<file path="src/rtl/bde_pkg.sv">
// Shared types and codes for the bounded deque engine.
// No dependencies; imported by every module of the block.
`timescale 1ns / 1ps

package bde_pkg;

    localparam logic [3:0] ACT_PUSH_FRONT = 4'd0;
    localparam logic [3:0] ACT_PUSH_BACK  = 4'd1;
    localparam logic [3:0] ACT_POP_FRONT  = 4'd2;
    localparam logic [3:0] ACT_POP_BACK   = 4'd3;
    localparam logic [3:0] ACT_CLEAR      = 4'd4;
    localparam logic [3:0] ACT_REMOVE     = 4'd5;
    localparam logic [3:0] ACT_READ_ALL   = 4'd6;
    localparam logic [3:0] ACT_READ_FIRST = 4'd7;
    localparam logic [3:0] ACT_READ_LAST  = 4'd8;

    localparam logic [1:0] ST_OK    = 2'd0;
    localparam logic [1:0] ST_FULL  = 2'd1;
    localparam logic [1:0] ST_EMPTY = 2'd2;

    typedef struct packed {
        logic [3:0]         action;
        logic signed [31:0] value;
        logic [6:0]         count;
    } t_bde_in;

    typedef struct packed {
        logic signed [31:0] word;
        logic               word_valid;
        logic               last;
        logic [1:0]         status;
        logic [6:0]         occupancy;
        logic [6:0]         removed;
    } t_bde_out;

    // Controller to datapath
    typedef struct packed {
        logic capture;
        logic simple;
        logic marker;
        logic rd_start;
        logic rd_fetch;
        logic rd_emit;
        logic rm_start;
        logic rm_fetch;
        logic rm_step;
        logic rm_finish;
    } t_bde_cmd;

    // Datapath to controller
    typedef struct packed {
        logic [3:0] action;
        logic       len_zero;
        logic       rd_last;
        logic       rm_done;
        logic       out_free;
    } t_bde_sts;

endpackage

</file>
<file path="src/rtl/bde_ctrl.sv">
// Sequencing state machine for the bounded deque engine.
// Depends on bde_pkg for the command and status structs and action codes.
`timescale 1ns / 1ps

module bde_ctrl
    import bde_pkg::*;
(
    input  logic     i_clk,
    input  logic     i_rst_n,
    input  logic     i_in_valid,
    output logic     o_in_ready,
    input  t_bde_sts i_sts,
    output t_bde_cmd o_cmd
);

    localparam logic [2:0] S_IDLE     = 3'd0;
    localparam logic [2:0] S_EXEC     = 3'd1;
    localparam logic [2:0] S_RD_FETCH = 3'd2;
    localparam logic [2:0] S_RD_EMIT  = 3'd3;
    localparam logic [2:0] S_RM_FETCH = 3'd4;
    localparam logic [2:0] S_RM_CMP   = 3'd5;
    localparam logic [2:0] S_RM_DONE  = 3'd6;

    logic [2:0] r_state;
    logic [2:0] n_state;

    assign o_in_ready = (r_state == S_IDLE);

    always_comb begin
        n_state = r_state;
        o_cmd   = '0;
        case (r_state)
            S_IDLE: begin
                if (i_in_valid) begin
                    o_cmd.capture = 1'b1;
                    n_state       = S_EXEC;
                end
            end
            S_EXEC: begin
                if (i_sts.action == ACT_REMOVE) begin
                    o_cmd.rm_start = 1'b1;
                    n_state        = S_RM_FETCH;
                end else if (i_sts.action inside {ACT_READ_ALL, ACT_READ_FIRST,
                                                  ACT_READ_LAST}) begin
                    if (!i_sts.len_zero) begin
                        o_cmd.rd_start = 1'b1;
                        n_state        = S_RD_FETCH;
                    end else if (i_sts.out_free) begin
                        o_cmd.marker = 1'b1;
                        n_state      = S_IDLE;
                    end
                end else if (i_sts.out_free) begin
                    o_cmd.simple = 1'b1;
                    n_state      = S_IDLE;
                end
            end
            S_RD_FETCH: begin
                o_cmd.rd_fetch = 1'b1;
                n_state        = S_RD_EMIT;
            end
            S_RD_EMIT: begin
                // read data stays in its register while the output stalls
                if (i_sts.out_free) begin
                    o_cmd.rd_emit = 1'b1;
                    n_state       = i_sts.rd_last ? S_IDLE : S_RD_FETCH;
                end
            end
            S_RM_FETCH: begin
                if (i_sts.rm_done) begin
                    n_state = S_RM_DONE;
                end else begin
                    o_cmd.rm_fetch = 1'b1;
                    n_state        = S_RM_CMP;
                end
            end
            S_RM_CMP: begin
                o_cmd.rm_step = 1'b1;
                n_state       = S_RM_FETCH;
            end
            S_RM_DONE: begin
                if (i_sts.out_free) begin
                    o_cmd.rm_finish = 1'b1;
                    n_state         = S_IDLE;
                end
            end
            default: begin
                n_state = S_IDLE;
            end
        endcase
    end

    always_ff @(posedge i_clk) begin
        if (!i_rst_n) begin
            r_state <= S_IDLE;
        end else begin
            r_state <= n_state;
        end
    end

endmodule

</file>
<file path="src/rtl/bde_datapath.sv">
// Entry store, pointers, walk counters and output register of the deque engine.
// Depends on bde_pkg; driven by bde_ctrl through t_bde_cmd.
`timescale 1ns / 1ps

module bde_datapath
    import bde_pkg::*;
#(
    parameter int CAPACITY  = 64,
    parameter int WORD_BITS = 32
) (
    input  logic     i_clk,
    input  logic     i_rst_n,
    input  t_bde_in  i_in_data,
    input  t_bde_cmd i_cmd,
    output t_bde_sts o_sts,
    output logic     o_out_valid,
    input  logic     i_out_ready,
    output t_bde_out o_out_data
);

    localparam int ADDR_W = (CAPACITY > 1) ? $clog2(CAPACITY) : 1;
    localparam int CNT_W  = $clog2(CAPACITY + 1);
    localparam int CMP_W  = (CNT_W > 7) ? CNT_W : 7;

    logic [WORD_BITS-1:0] mem [CAPACITY];

    logic [ADDR_W-1:0]    r_front, n_front;
    logic [CNT_W-1:0]     r_count, n_count;
    logic [CNT_W-1:0]     r_idx, n_idx;
    logic [CNT_W-1:0]     r_keep, n_keep;
    logic [CNT_W-1:0]     r_removed, n_removed;
    logic [3:0]           r_action;
    logic signed [31:0]   r_value;
    logic [6:0]           r_n;
    logic [WORD_BITS-1:0] r_rdata;
    logic                 r_out_valid;
    t_bde_out             r_out, n_out;

    logic                 mem_we, mem_re;
    logic [ADDR_W-1:0]    mem_wa, mem_ra;
    logic [WORD_BITS-1:0] mem_wd;

    logic signed [63:0]          val_ext;
    logic [WORD_BITS-1:0]        v_store;
    logic signed [WORD_BITS-1:0] rd_s;
    logic signed [63:0]          rd_ext;
    logic [CMP_W-1:0]            n_ext, cnt_ext;
    logic [CNT_W-1:0]            rd_len, rd_first;
    logic                        full, empty, out_free, out_load;
    logic [1:0]                  res_status;
    logic [ADDR_W-1:0]           slot_back, slot_prev, slot_next, slot_keep;
    logic [ADDR_W-1:0]           slot_idx, slot_rd;

    // front + offset, wrapped once; offset never exceeds the capacity
    function automatic logic [ADDR_W-1:0] f_slot(input logic [ADDR_W-1:0] front,
                                                 input logic [CNT_W:0] off);
        logic [CNT_W+1:0] sum;
        sum = (CNT_W+2)'(front) + (CNT_W+2)'(off);
        if (sum >= (CNT_W+2)'(CAPACITY)) begin
            sum = sum - (CNT_W+2)'(CAPACITY);
        end
        return ADDR_W'(sum);
    endfunction

    assign val_ext = 64'(r_value);
    assign v_store = val_ext[WORD_BITS-1:0];
    assign rd_s    = r_rdata;
    assign rd_ext  = 64'(rd_s);

    assign full     = (r_count == CNT_W'(CAPACITY));
    assign empty    = (r_count == '0);
    assign out_free = !r_out_valid || i_out_ready;

    assign n_ext    = CMP_W'(r_n);
    assign cnt_ext  = CMP_W'(r_count);
    assign rd_len   = (r_action != ACT_READ_ALL && n_ext < cnt_ext) ?
                      CNT_W'(n_ext) : r_count;
    assign rd_first = (r_action == ACT_READ_LAST) ? (r_count - rd_len) : '0;

    assign slot_back = f_slot(r_front, (CNT_W+1)'(r_count));
    assign slot_prev = f_slot(r_front, (CNT_W+1)'(CAPACITY - 1));
    assign slot_next = f_slot(r_front, (CNT_W+1)'(1));
    assign slot_keep = f_slot(r_front, (CNT_W+1)'(r_keep));
    assign slot_idx  = f_slot(r_front, (CNT_W+1)'(r_idx));
    assign slot_rd   = f_slot(r_front, (CNT_W+1)'(rd_first) + (CNT_W+1)'(r_idx));

    assign o_sts.action   = r_action;
    assign o_sts.len_zero = (rd_len == '0);
    assign o_sts.rd_last  = ((CNT_W+1)'(r_idx) + (CNT_W+1)'(1)) == (CNT_W+1)'(rd_len);
    assign o_sts.rm_done  = (r_idx == r_count);
    assign o_sts.out_free = out_free;

    always_comb begin
        n_front    = r_front;
        n_count    = r_count;
        n_idx      = r_idx;
        n_keep     = r_keep;
        n_removed  = r_removed;
        mem_we     = 1'b0;
        mem_wa     = slot_back;
        mem_wd     = v_store;
        mem_re     = 1'b0;
        mem_ra     = slot_idx;
        res_status = ST_OK;
        out_load   = 1'b0;
        n_out      = r_out;

        if (i_cmd.simple) begin
            case (r_action)
                ACT_PUSH_FRONT: begin
                    if (full) begin
                        res_status = ST_FULL;
                    end else begin
                        n_front = slot_prev;
                        mem_we  = 1'b1;
                        mem_wa  = slot_prev;
                        n_count = r_count + 1'b1;
                    end
                end
                ACT_PUSH_BACK: begin
                    if (full) begin
                        res_status = ST_FULL;
                    end else begin
                        mem_we  = 1'b1;
                        n_count = r_count + 1'b1;
                    end
                end
                ACT_POP_FRONT: begin
                    if (empty) begin
                        res_status = ST_EMPTY;
                    end else begin
                        n_front = slot_next;
                        n_count = r_count - 1'b1;
                    end
                end
                ACT_POP_BACK: begin
                    if (empty) begin
                        res_status = ST_EMPTY;
                    end else begin
                        n_count = r_count - 1'b1;
                    end
                end
                ACT_CLEAR: begin
                    n_count = '0;
                end
                default: begin
                end
            endcase
            out_load         = 1'b1;
            n_out.word       = '0;
            n_out.word_valid = 1'b0;
            n_out.last       = 1'b1;
            n_out.status     = res_status;
            n_out.occupancy  = 7'(n_count);
            n_out.removed    = '0;
        end

        if (i_cmd.marker) begin
            out_load         = 1'b1;
            n_out.word       = '0;
            n_out.word_valid = 1'b0;
            n_out.last       = 1'b1;
            n_out.status     = ST_OK;
            n_out.occupancy  = 7'(r_count);
            n_out.removed    = '0;
        end

        if (i_cmd.rd_start) begin
            n_idx = '0;
        end
        if (i_cmd.rd_fetch) begin
            mem_re = 1'b1;
            mem_ra = slot_rd;
        end
        if (i_cmd.rd_emit) begin
            out_load         = 1'b1;
            n_out.word       = rd_ext[31:0];
            n_out.word_valid = 1'b1;
            n_out.last       = o_sts.rd_last;
            n_out.status     = ST_OK;
            n_out.occupancy  = 7'(r_count);
            n_out.removed    = '0;
            n_idx            = r_idx + 1'b1;
        end

        if (i_cmd.rm_start) begin
            n_idx     = '0;
            n_keep    = '0;
            n_removed = '0;
        end
        if (i_cmd.rm_fetch) begin
            mem_re = 1'b1;
            mem_ra = slot_idx;
        end
        // survivors are written back behind the read pointer, so no unread entry is hit
        if (i_cmd.rm_step) begin
            if (r_rdata == v_store) begin
                n_removed = r_removed + 1'b1;
            end else begin
                mem_we = 1'b1;
                mem_wa = slot_keep;
                mem_wd = r_rdata;
                n_keep = r_keep + 1'b1;
            end
            n_idx = r_idx + 1'b1;
        end
        if (i_cmd.rm_finish) begin
            n_count          = r_keep;
            out_load         = 1'b1;
            n_out.word       = '0;
            n_out.word_valid = 1'b0;
            n_out.last       = 1'b1;
            n_out.status     = ST_OK;
            n_out.occupancy  = 7'(r_keep);
            n_out.removed    = 7'(r_removed);
        end
    end

    always_ff @(posedge i_clk) begin
        if (mem_we) begin
            mem[mem_wa] <= mem_wd;
        end
        if (mem_re) begin
            r_rdata <= mem[mem_ra];
        end
    end

    always_ff @(posedge i_clk) begin
        if (!i_rst_n) begin
            r_front     <= '0;
            r_count     <= '0;
            r_out_valid <= 1'b0;
        end else begin
            r_front <= n_front;
            r_count <= n_count;
            if (out_load) begin
                r_out_valid <= 1'b1;
            end else if (i_out_ready) begin
                r_out_valid <= 1'b0;
            end
        end
    end

    always_ff @(posedge i_clk) begin
        if (i_cmd.capture) begin
            r_action <= i_in_data.action;
            r_value  <= i_in_data.value;
            r_n      <= i_in_data.count;
        end
        r_idx     <= n_idx;
        r_keep    <= n_keep;
        r_removed <= n_removed;
        if (out_load) begin
            r_out <= n_out;
        end
    end

    assign o_out_valid = r_out_valid;
    assign o_out_data  = r_out;

endmodule

</file>
<file path="src/rtl/bounded_deque_engine_unit.sv">
// Channel  | Direction | Handshake                | Payload
// in       | input     | i_in_valid / o_in_ready   | i_in_data  (t_bde_in)
// out      | output    | o_out_valid / i_out_ready | o_out_data (t_bde_out)
//
// Push, pop, clear: capture, then update of store and pointers.
// Reads: capture, then one store read and one output load per word returned.
// Remove: capture, a walk of one store read and one compare step per entry, then the result load.
// Synchronous active-low reset clears the front pointer, occupancy and output valid.
// A stalled output holds the read walk; a new transaction is taken while a result waits.
// Top level of the bounded deque engine; depends on bde_pkg, bde_ctrl, bde_datapath.
`timescale 1ns / 1ps

module bounded_deque_engine_unit
    import bde_pkg::*;
#(
    parameter int CAPACITY  = 64,
    parameter int WORD_BITS = 32
) (
    input  logic     i_clk,
    input  logic     i_rst_n,
    input  logic     i_in_valid,
    output logic     o_in_ready,
    input  t_bde_in  i_in_data,
    output logic     o_out_valid,
    input  logic     i_out_ready,
    output t_bde_out o_out_data
);

    t_bde_cmd cmd;
    t_bde_sts sts;

    bde_ctrl u_ctrl (
        .i_clk      (i_clk),
        .i_rst_n    (i_rst_n),
        .i_in_valid (i_in_valid),
        .o_in_ready (o_in_ready),
        .i_sts      (sts),
        .o_cmd      (cmd)
    );

    bde_datapath #(
        .CAPACITY  (CAPACITY),
        .WORD_BITS (WORD_BITS)
    ) u_dp (
        .i_clk       (i_clk),
        .i_rst_n     (i_rst_n),
        .i_in_data   (i_in_data),
        .i_cmd       (cmd),
        .o_sts       (sts),
        .o_out_valid (o_out_valid),
        .i_out_ready (i_out_ready),
        .o_out_data  (o_out_data)
    );

endmodule

</file>
<file path="config.mk">
export PLATFORM = sky130hd
export DESIGN_NAME = bounded_deque_engine_unit
export DESIGN_NICKNAME = d
export VERILOG_FILES = /design/src/rtl/bde_pkg.sv /design/src/rtl/bde_ctrl.sv /design/src/rtl/bde_datapath.sv /design/src/rtl/bounded_deque_engine_unit.sv
export SDC_FILE = /design/constraint.sdc
export NUM_CORES = 2
export LEC_CHECK = 0
export BUFFER_PORTS_ARGS = -buffer_cell sky130_fd_sc_hd__buf_2
export CAP_MARGIN = 20
export CORE_MARGIN = 4
export CORE_UTILIZATION = 40
export CTS_CLUSTER_DIAMETER = 150
export DETAILED_ROUTE_END_ITERATION = 6
export PLACE_DENSITY = 0.65
export RECOVER_POWER = 100
export SYNTH_ARGS = -nofsm -noshare
export SYNTH_HDL_FRONTEND = slang
export SYNTH_HIERARCHICAL = 1
export SYNTH_SLANG_ARGS = --single-unit
</file>
<file path="constraint.sdc">
create_clock -name i_clk -period 9.5 [get_ports i_clk]
set_clock_uncertainty 0.15 [all_clocks]
set_input_delay 0.95 -clock i_clk [delete_from_list [all_inputs] [get_ports i_clk]]
set_output_delay 0.95 -clock i_clk [all_outputs]
set_load 0.05 [all_outputs]
</file>
After elaboration in Yosys (flattened, before gate mapping). Memory sizes are Yosys's and may differ from the RTL's. A register that Yosys moved wholly into a read port is not among the register bits. Index checks and enable logic that the tools add are counted.

Flip-flop bits (word level): 131. RAM bits: 2048. Input port bits: 47. Output and inout bits: 52. Word-level logic and storage cells: 169. Memories: 1.

Memories: u_dp.mem (words 64, width 32, read ports 1, clocked after Yosys merged registers in 1, wr ports 1, line bde_datapath.sv:25) `logic [WORD_BITS-1:0] mem [CAPACITY];`.

$add $sub $neg: 20. $lt $le $gt $ge: 7. Equality and inequality tests: 23. Mux-type cells: 83. Reductions and logical operators: 19.

Operators by type and width (number): 50-bit two-way mux (3); 7-bit two-way mux (16); 6-bit two-way mux (15); 32-bit two-way mux (2); 6-bit by 1-bit subtractor with 6-bit output (second input constant) (6); 32-bit == test (1); 1-bit two-way mux (30); 7-bit by 1-bit adder with 7-bit output (second input constant) (4); 6-bit by 7-bit adder with 8-bit output (3); 8-bit by 7-bit >= comparator with 1-bit output (second input constant) (3); 3-bit two-way mux (8); 3-bit one-hot mux with 7 select lines (1); 7-bit one-hot mux with 3 select lines (1); 4-bit by 3-bit == test with 1-bit output (second input constant) (4); 7-bit >= comparator (second input constant) (2); 7-bit zero test (2); 14-bit two-way mux (1); 6-bit one-hot mux with 2 select lines (1); 6-bit by 8-bit adder with 9-bit output (1); 3-bit == test (second input constant) (3); 9-bit by 7-bit >= comparator with 1-bit output (second input constant) (1); 7-bit by 1-bit adder with 8-bit output (second input constant) (1); 7-bit by 7-bit adder with 8-bit output (1); 4-bit by 2-bit == test with 1-bit output (second input constant) (2); other kinds (29) (40).

Longest topological paths before layout.
Word-level depth: 13. Depth in mapped cells: 30. Mapped depth without buffers: 26.

By module. Netlist, hierarchy kept.

Modules (own cells, without submodules): bde_datapath (times used 1, cells each 4316, area each 87838.0 µm², seq. area each 66023.3 µm²); bde_ctrl (times used 1, cells each 46, area each 319.1 µm², seq. area each 60.1 µm²).

Worst setup path after synthesis. Ideal clock, no wire load.

Path type: register to register. Start point: register u_dp.r_count[4] (netlist: u_dp/cnt_ext[4]). End point: register u_dp.r_rdata[27], read port of u_dp.mem, data pin. Library setup time: 279 ps. Arrival: 5811 ps. Data required time: 9071 ps. Slack: 3261 ps. Stages on the path, launching flop included: 30. Buffers on the path: 5. Clock period less this slack: 6239 ps. Path through: dfxtp_1 > clkbuf_1 > inv_1 > ha_1 > a211oi_2 > o211ai_2 > a21oi_1 > clkbuf_1 > nor2_1 > a21oi_1 > inv_1 > ha_1 > inv_1 > ha_1 > a21oi_1 > o32ai_1 > and2_1 > fa_1 > ha_1 > a21o_1 > a21oi_1 > xnor2_1 > mux2i_1 > clkbuf_1 > clkbuf_1 > clkbuf_1 > mux2i_1 > a21oi_1 > mux2i_1 > mux2i_1.

Word-level cells in the longest chain between the ends: 11. Elaborated cells on any way between the ends: 16. Those cells by class: add/sub (4); order compare (2); eq/ne (1); mux (8); reduce/logical (1).

Ends and longest elaborated chain: from (decl) (line bde_datapath.sv:28) `logic [CNT_W-1:0] r_count, n_count;`; from (signal assigned) (line bde_datapath.sv:235) `r_count <= n_count;`; 7-bit < comparator (line bde_datapath.sv:76) `assign rd_len = (r_action != ACT_READ_ALL && n_ext < cnt_ext) ?`; 1-bit logical AND (line bde_datapath.sv:76); 7-bit two-way mux (line bde_datapath.sv:76); 7-bit subtractor (line bde_datapath.sv:78) `assign rd_first = (r_action == ACT_READ_LAST) ? (r_count - rd_len) : '0;`; 7-bit two-way mux (line bde_datapath.sv:78); 7-bit by 7-bit adder with 8-bit output (line bde_datapath.sv:85) `assign slot_rd = f_slot(r_front, (CNT_W+1)'(rd_first) + (CNT_W+1)'(r_idx));`; 6-bit by 8-bit adder with 9-bit output (line bde_datapath.sv:58) `sum = (CNT_W+2)'(front) + (CNT_W+2)'(off);`; 9-bit by 7-bit >= comparator with 1-bit output / 6-bit by 1-bit subtractor with 6-bit output (equally long branches) (line bde_datapath.sv:59, bde_datapath.sv:60); 6-bit two-way mux (line bde_datapath.sv:59) `if (sum >= (CNT_W+2)'(CAPACITY)) begin`; 6-bit two-way mux (line bde_datapath.sv:171) `if (i_cmd.rd_fetch) begin`; 6-bit two-way mux (line bde_datapath.sv:191) `if (i_cmd.rm_fetch) begin`; to (decl) (line bde_datapath.sv:35) `logic [WORD_BITS-1:0] r_rdata;`.

Parallel ways exist; a longest one is shown, timed or not. A chain may end at the register's enable or synchronous reset.

Final worst setup path.
Start point: register u_dp.r_rdata[4], read port of u_dp.mem. End point: memory u_dp.mem[26][30], data pin.

Word-level cells in the longest chain between the ends: 3.

Ends and longest elaborated chain: 32-bit == test (line bde_datapath.sv:197) `if (r_rdata == v_store) begin`; 32-bit two-way mux (line bde_datapath.sv:197); 32-bit two-way mux (line bde_datapath.sv:196) `if (i_cmd.rm_step) begin`; net u_dp.mem_wd[30] (line bde_datapath.sv:41) `logic [WORD_BITS-1:0] mem_wd;`; to (decl) (line bde_datapath.sv:25).

The timed path passes the listed nets, and every way through them passes these cells.

==> out/qor.yml <==
logic_synthesis:
  synth_cells: 4362
  syn-num-nets: 4454
  ys_warn_count: 6
  synthFlopType: "edfxtp_1"
  ys_ff_latch: 2211
  synth_edf_count: 2180
  seq_area_frac_synth: 0.750
  syn_avg_cell_area_um2: 20.2
  synth-async-reset-ratio: 0
  netlist_area_um2: 88200
  ys_types: 72
pwr:
  ir_drop_uv: 202
  power-per-cell-area_nw_per_um2: 205
  p_leak_nw: 31.6
critical_path:
  critPathRequiredTime_ns: 9.72
  arrival_ns: 9.14
  path_buf_inv: 2
  max_stage_delay_ns: 2.10
  cp_slowest_cell: "clkbuf_1"
  endpoint_kind: "register"
  crit_type: "register to register"
  crit_family: "buffers and inverters"
  crit_chain: "xor2_1, nor4_1, nand2_1, o31ai_1, clkbuf_1, nand2_1, nand2_1, dlymetal6s2s_1"
  crit_path_start_kind: "register"
  cp_max_fo: 56
  path_common_cell: "nand2_1"
global_routing:
  grt_overflow: 0
  grt_pass1_vias: 43831
  antenna_found_initial: 10
  grt_use_total: 0.194
  grt_pass1_wl_um: 323000
  grt_max_degree: 119
final_layout:
  multiInputGateArea_um2: 21400
  final_nets: 4720
  final_core_util: 0.454
  layout_commonest_cell: "edfxtp_1"
  final_cell_mix: "edfxtp_1, mux4_2, mux2i_1, clkbuf_16, a21oi_1"
  seqCellArea_um2: 66100
  final_area_um2: 99700
  areaGrowthSynthToFinish_pct: 13.1
  nFillCells: 18380
  drive_above_1_share: 0.227
route:
  final_antenna_net_count: 0
  via_per_inst: 5.79
  wl_met2_um: 106000
  firstDrtPassIters: 5
  finalWirelength_um: 223000
  via_count: 44371
  wl_met1_um: 90300
  top_layer_used: "met5"
  drc_errors: 0
  routedWlPerCell_um: 29.1
  drt_iter0_markers: 5615
  met3_length_um: 21200
clocking:
  htreeDepth: 4
  root_buffer: "clkbuf_16"
  numCtsBuffers: 214
  cts_resized: 0
  clkSlewWorstSetupHoldPaths_ns: 0.06
  cts_setup_buffers: 0
  clock_latency_ns: 0.86
  clock_sinks: 2211
  ctsLongestPathBuffers: 3
  cts_tree: "yes"
  holdBufCountCts: 0
timing:
  tightest_slew_ns: 3.67
  setup_violations: 0
  relSlewSlack: -1.44
  fmax_mhz: 112
  grt_setup_unrepaired: "no"
  maxSlewViolCount: 584
  hold_violations: 0
  finalCriticalPeriod_ns: 8.92
  finalCritPeriodShare: 0.939
  setup_tns_ns: 0
floorplanning:
  rows: 172
  start_util: 0.402
  die_height_um: 477
  io_pins: 99
  die_area_um2: 228000
  die_w_um: 477
  core_area_um2: 220000
outcome:
  violations: "max-capacitance violations, max-slew violations"
  status: "finished with violations"
placement:
  dp_hpwl_um: 128000
  portBuffers: 98
  postPlaceCellArea_um2: 93300
  gp_congestion: 0.824
flow_run:
  cap_violations: 17
worst_hold_path:
  min_path_type: "input pin to register"
-- cell type report --
| cell class | count | share of cell area |
|---|---|---|
| clock buffers | 269 | 0.0563 |
| diodes | 1 | 0.0000251 |
| repair buffers | 281 | 0.0193 |
| inverters | 34 | 0.00128 |
| multi-input cells | 1886 | 0.214 |
| flip-flops and latches | 2211 | 0.663 |
| clock inverters | 113 | 0.00989 |
| well taps | 2871 | 0.0360 |
-- metal layers --
| layer | GRT usage | vias to the layer above |
|---|---|---|
| met5 | 0 | - |
| met4 | 0.0510 | 4 |
| met3 | 0.0407 | 312 |
| met2 | 0.307 | 2090 |
| met1 | 0.275 | 23547 |
| li1 | - | 18418 |
-- state kept, by name (all words and copies together) (netlist names) --
name and flops:
u_dp/r_removed 7, u_dp/r_front 6, u_dp/r_rdata 32, u_dp/cnt_ext 7, u_ctrl/r_state 3, u_dp/r_idx 7, u_dp/o_out_data 50, u_dp/o_out_valid 1
u_dp/r_action 4, u_dp/r_value 32, u_dp/r_keep 7, u_dp/mem 2048, u_dp/n_ext 7
-- worst register-to-register path: cells and delay by family, from the launching register on --
family,cells,cell delay [ns]
buffers and inverters,2,3.46
AO/OA/AOI/OAI,1,2.01
AND/OR/NAND/NOR,4,1.76
flip-flops,1,0.67
XOR/XNOR,1,0.39
-- power breakdown --
group | switching (mW) | total [mW] | internal (mW)
logic | 0.968 | 1.50 | 0.533
clock network | 3.57 | 8.07 | 4.50
registers | 0.0492 | 10.9 | 10.8
total | 4.58 | 20.5 | 15.9
-- final timing paths --
check / startpoint / cells past startpoint / end / slack (ns)
min reg2reg: u_dp/r_removed[6]$_DFF_P_ / 2 / u_dp/r_removed[6]$_DFF_P_ / 0.36
max reg2reg: u_dp/r_rdata[4]$_DFFE_PP_ / 8 / u_dp/mem[26][30]$_DFFE_PP_ / 0.58
min: i_in_data[25] / 1 / u_dp/r_value[18]$_DFFE_PP_ / 0.13
max: u_dp/r_rdata[4]$_DFFE_PP_ / 8 / u_dp/mem[26][30]$_DFFE_PP_ / 0.58
-- per-stage QoR --
step / power [mW] / hold WS, ns / instances / setup slack (ns)
6_report: 20.5 / 0.131 / 7666 / 0.584
5_1_grt: 21.1 / 0.0858 / 7666 / 0.280
4_1_cts: 20.6 / 0.0638 / 7640 / 1.23
3_5_place_dp: 12.6 / 0.346 / 7258 / 1.27
3_3_place_gp: 12.6 / 0.324 / 7252 / 1.25
2_1_floorplan: 12.1 / 0.310 / 4362 / 3.26
-- kinds of logic after synthesis --
kind of cell,synth area share
simple gates,0.0334
compound gates,0.0298
mux,0.159
buf+inv,0.0131
flops,0.750
xor+xnor,0.00805
fa+ha+maj,0.00715
-- synth_stat cells, drive strengths merged, types with 8 or more instances --
cell,instances,area (um2)
a21o,12,91.3
nand3,18,90.1
nor4,15,109
and3,8,51.3
mux2i,244,2440
nand2,170,638
edfxtp,2180,65500
ha,36,450
buf,103,548
nor2,135,523
nor3,9,45.0
xnor2,35,307
nand2b,9,56.3
fa,9,180
xor2,46,403
o21ai,50,250
clkbuf,128,480
inv,34,128
and2,51,319
mux4,511,11500
a21oi,176,881
nor2b,136,851
a211oi,133,1010
dfxtp,31,621
No activity file was read; power rests on OpenSTA's default activity.
